### src/mhtq_ram.sv
// Generic single-write, single-read RAM with a registered read port.
// No dependencies.
`default_nettype none
module mhtq_ram #(
    parameter int WIDTH = 8,
    parameter int DEPTH = 16
) (
    input  wire logic                     clk,
    input  wire logic                     we,
    input  wire logic [$clog2(DEPTH)-1:0] waddr,
    input  wire logic [WIDTH-1:0]         wdata,
    input  wire logic [$clog2(DEPTH)-1:0] raddr,
    output logic [WIDTH-1:0]              rdata
);

    logic [WIDTH-1:0] mem [DEPTH];

    always_ff @(posedge clk)
    begin
        if (we)
        begin
            mem[waddr] <= wdata;
        end
        rdata <= mem[raddr];
    end

endmodule
`default_nettype wire

### config.mk
export PLATFORM = sky130hd
export DESIGN_NAME = mhtq_ram
export DESIGN_NICKNAME = d
export VERILOG_FILES = /design/src/mhtq_ram.sv
export SDC_FILE = /design/constraint.sdc
export NUM_CORES = 1
export LEC_CHECK = 0
export ABC_AREA = 1
export BUFFER_PORTS_ARGS = -buffer_cell sky130_fd_sc_hd__buf_2
export CAP_MARGIN = 10
export CELL_PAD_IN_SITES_DETAIL_PLACEMENT = 0
export CELL_PAD_IN_SITES_GLOBAL_PLACEMENT = 1
export CORE_MARGIN = 5
export CORE_UTILIZATION = 49
export CTS_BUF_LIST = sky130_fd_sc_hd__clkbuf_4 sky130_fd_sc_hd__clkbuf_8 sky130_fd_sc_hd__clkbuf_16
export DETAILED_ROUTE_END_ITERATION = 6
export GPL_TIMING_DRIVEN = 0
export PLACE_DENSITY_LB_ADDON = 0.1
export SYNTH_ARGS = -nofsm -noshare
export SYNTH_HDL_FRONTEND = slang
export SYNTH_SLANG_ARGS = --single-unit
### constraint.sdc
create_clock -name clk -period 1.4 [get_ports clk]
set_clock_uncertainty 0.1 [all_clocks]
set_input_delay 0.07 -clock clk [delete_from_list [all_inputs] [get_ports clk]]
set_output_delay 0.07 -clock clk [all_outputs]
set_load 0.01 [all_outputs]
==> results by group <==
Detailed routing
  – Drt drc: 0
  – Antenna Nets Post-Route: 0
  – Number of vias in the routed layout: just under 4,000
  – Iteration count of the initial detailed-routing pass: 5
  – Via density: 5.14
  – Avg WL per Cell: 19.1 µm
  – Number of DRC markers after the initial detailed-route iteration: 337
  – Final WL: between 10 and 15 mm

Worst setup path
  – Critical path start-end classification: in2reg
  – Launching element of the worst setup path: waddr[3]
  – CP Data Required Time: between 1 and 1.5 ns
  – Endpoint class of the critical path: flop
  – CP Max Fanout: 8
  – Origin of the critical flop-to-flop path: mem[10][4]
  – Arrival time of the worst setup path: 1.21 ns
  – Worst Setup Start Kind: input port

Global route
  – Combined global-route utilization of all metal layers: 0.215
  – Via count of the first global-routing pass: 3,835
  – Peak-usage layer in the global routing report: met2
  – First-pass GRT wire length: 22.3 mm
  – Met2 layer usage reported by global route: 0.336
  – Global routing usage on met3: 0.0549
  – Remaining global-route overflow: 0
  – Maximum number of pins on one net before global-route repair: 17
  – Global-route met1 utilization: 0.298
  – Number of antenna violations at the first check in global routing: 0

Timing
  – Period minus WS final: ~1.3 ns
  – RSZ-0062 raised after global routing: no
  – Final Hold Viols: 0
  – Setup violators final: 0
  – Post-layout worst setup margin: between 0.1 and 0.15 ns
  – Worst hold margin: between 0.0015 and 0.002 ns
  – Actual transition at the worst max-transition pin: 1.01 ns
  – Max-slew headroom at the worst pin: 0.324
  – Fmax: 779 MHz
  – Final count of pins violating max slew: 0
  – Final worst-path cycle share: 0.917

Synth
  – Proportion of synthesized chip area in sequential cells: 0.694
  – Cell area after technology mapping: 5770 µm²
  – Nets in the synthesized netlist: roughly 570
  – Fraction of registers with async set or reset after synthesis: 0
  – Seq cells post-synth: about 140
  – Most common cell in the synthesized netlist: nand2_1
  – Per-instance average area after synthesis: approximately 10 µm²
  – Synth warn: 0
  – Top-area cell type share of the netlist area: 0.667
  – Top area cells in the synthesized netlist: edfxtp_1 (67%), nand2_1 (11%), nand3_1 (8.4%)
  – Number of flops mapped to enable cells by yosys: between 100 and 150
  – Commonest cells in the synthesized netlist: nand2_1 (173), edfxtp_1 (128), inv_1 (100)
  – Post-synthesis instance total: around 550
  – Dominant synthesized flop cell: edfxtp_1
  – Count of cell types in the netlist: 12
  – Cell taking the most area after synthesis: edfxtp_1

Floorplan
  – Starting density of the core: 0.503
  – Core ar.: about 11,000 µm²
  – Number of core rows: 39
  – Die footprint: 14,000 µm²
  – Die extent in x: between 100 and 150 µm
  – Die H: 118 µm
  – I/O Pins: 26

Power
  – Maximum ir drop on the vdd rail: ~0.00086 V
  – Part of the power in combinational logic: 0.066
  – Internal power consumption: around 0.0073 W
  – Sw power: between 0.002 and 0.0025 W
  – Sequential share of power: 0.488
  – Switching power share of the total: 0.217
  – Leakage component of the power: just under 3 nW
  – Part of the total power dissipated in the clock network: 0.446
  – Power density cells: between 1000 and 1500 nW/µm²
  – Total power after layout: between 0.009 and 0.01 W

Final layout
  – Proportion of layout cells with a drive suffix above 1: 0.121
  – Number of diodes: 0
  – Nets@finish: roughly 620
  – Final instance area: between 6000 and 7000 µm²
  – Share of the core filled with cells in the final layout: 0.581
  – P&R area growth vs syn: 15.6%

Clock network
  – Clock sinks: around 140
  – Clock buffers created by TritonCTS: 17
  – H-tree level count: 4
  – TritonCTS clock tree: done
  – Clock slew at reported path FFs: around 0.060 ns
  – Clk Tree Root Cell: clkbuf_16
  – Clk buf depth: 2
  – Clock Latency Late Sink: slightly above 0.4 ns

Hold path
  – Hold/Removal Path Class: in2reg
  – Worst hold path startpoint: wdata[0]

Place
  – Detailed placer's ending HPWL: 9.33 mm
  – Post-Place Setup Slack: -0.327 ns
  – Gp weighted congestion: approximately 0.8
  – Cell area after placement: just over 6000 µm²
  – Quantity of I/O buffers inserted on ports: 22

Run status
  – Result of the run: complete, no violations

Run
  – Max-cap violation count: 0
## cell families after synthesis
family                 share of synthesized area
buffers and inverters                     0.0952
DFF                                        0.694
and+or+nand+nor                            0.210
## timing repair
item	CTS	global route
buffers inserted	0	0
hold endpoints to repair	62	0
resized for setup	0	0
hold buffers	6	0
## power groups by stage
stage	registers [W]	clock network (W)	logic [W]
2_1_floorplan	0.00467	0	0.000321
3_3_place_gp	0.00466	0	0.000600
3_5_place_dp	0.00466	0	0.000605
4_1_cts	0.00458	0.00420	0.000622
5_1_grt	0.00458	0.00439	0.000684
6_report	0.00458	0.00419	0.000620
## stage by stage
step                      setup TNS, ns  instances
after global placement           -18.77        716
after floorplan                       0        551
after global routing                  0        754
final                                 0        754
after detailed placement         -19.51        716
after CTS                             0        754
## layout make-up
type	instances	area (µm²)
plain buffers	24	166
clock buffers	19	440
clock inverters	13	111
fillers	958	4800
inverters	102	383
multi-input cells	289	1210
flip-flops and latches	136	4000
well taps	143	179
repair buffers	28	170
## state kept, by name, indices dropped and copies added, names as in the netlist
name,count
mem,128
rdata,8
## layout by cell type (no fill, tap or decap)
cell type	synthesis	routed
nand2_1	173	173
dfxtp_1	8	8
bufinv_16	0	2
edfxtp_1	128	128
nand3b_1	2	2
inv_1	100	100
buf_6	6	6
buf_4	4	4
nand3_1	97	97
buf_2	13	35
clkbuf_16	0	17
clkbuf_4	0	2
inv_2	2	2
dlygate4sd3_1	0	6
clkinv_2	0	5
clkinvlp_4	0	1
nor2_1	17	17
buf_1	1	1
clkinv_1	0	5
## layer usage
layer / up-vias / wire length [µm]
met5: - / 0
met4: 0 / 251
met3: 15 / 1010
met2: 147 / 6700
met1: 1849 / 6440
li1: 1866 / -
## worst max-delay path, stage by stage
cell,delay [ns]
buf_2,0.12
nand3b_1,0.22
nor2_1,0.80
## worst paths after layout
kind / slack [ns] / end / depth (start not counted)
min: 0.002 / mem[1][0] / 1
min reg2reg: 0.59 / rdata[2] / 6
max: 0.12 / mem[6][1] / 3
max reg2reg: 0.24 / rdata[4] / 6
No activity file was read; power rests on OpenSTA's default activity.
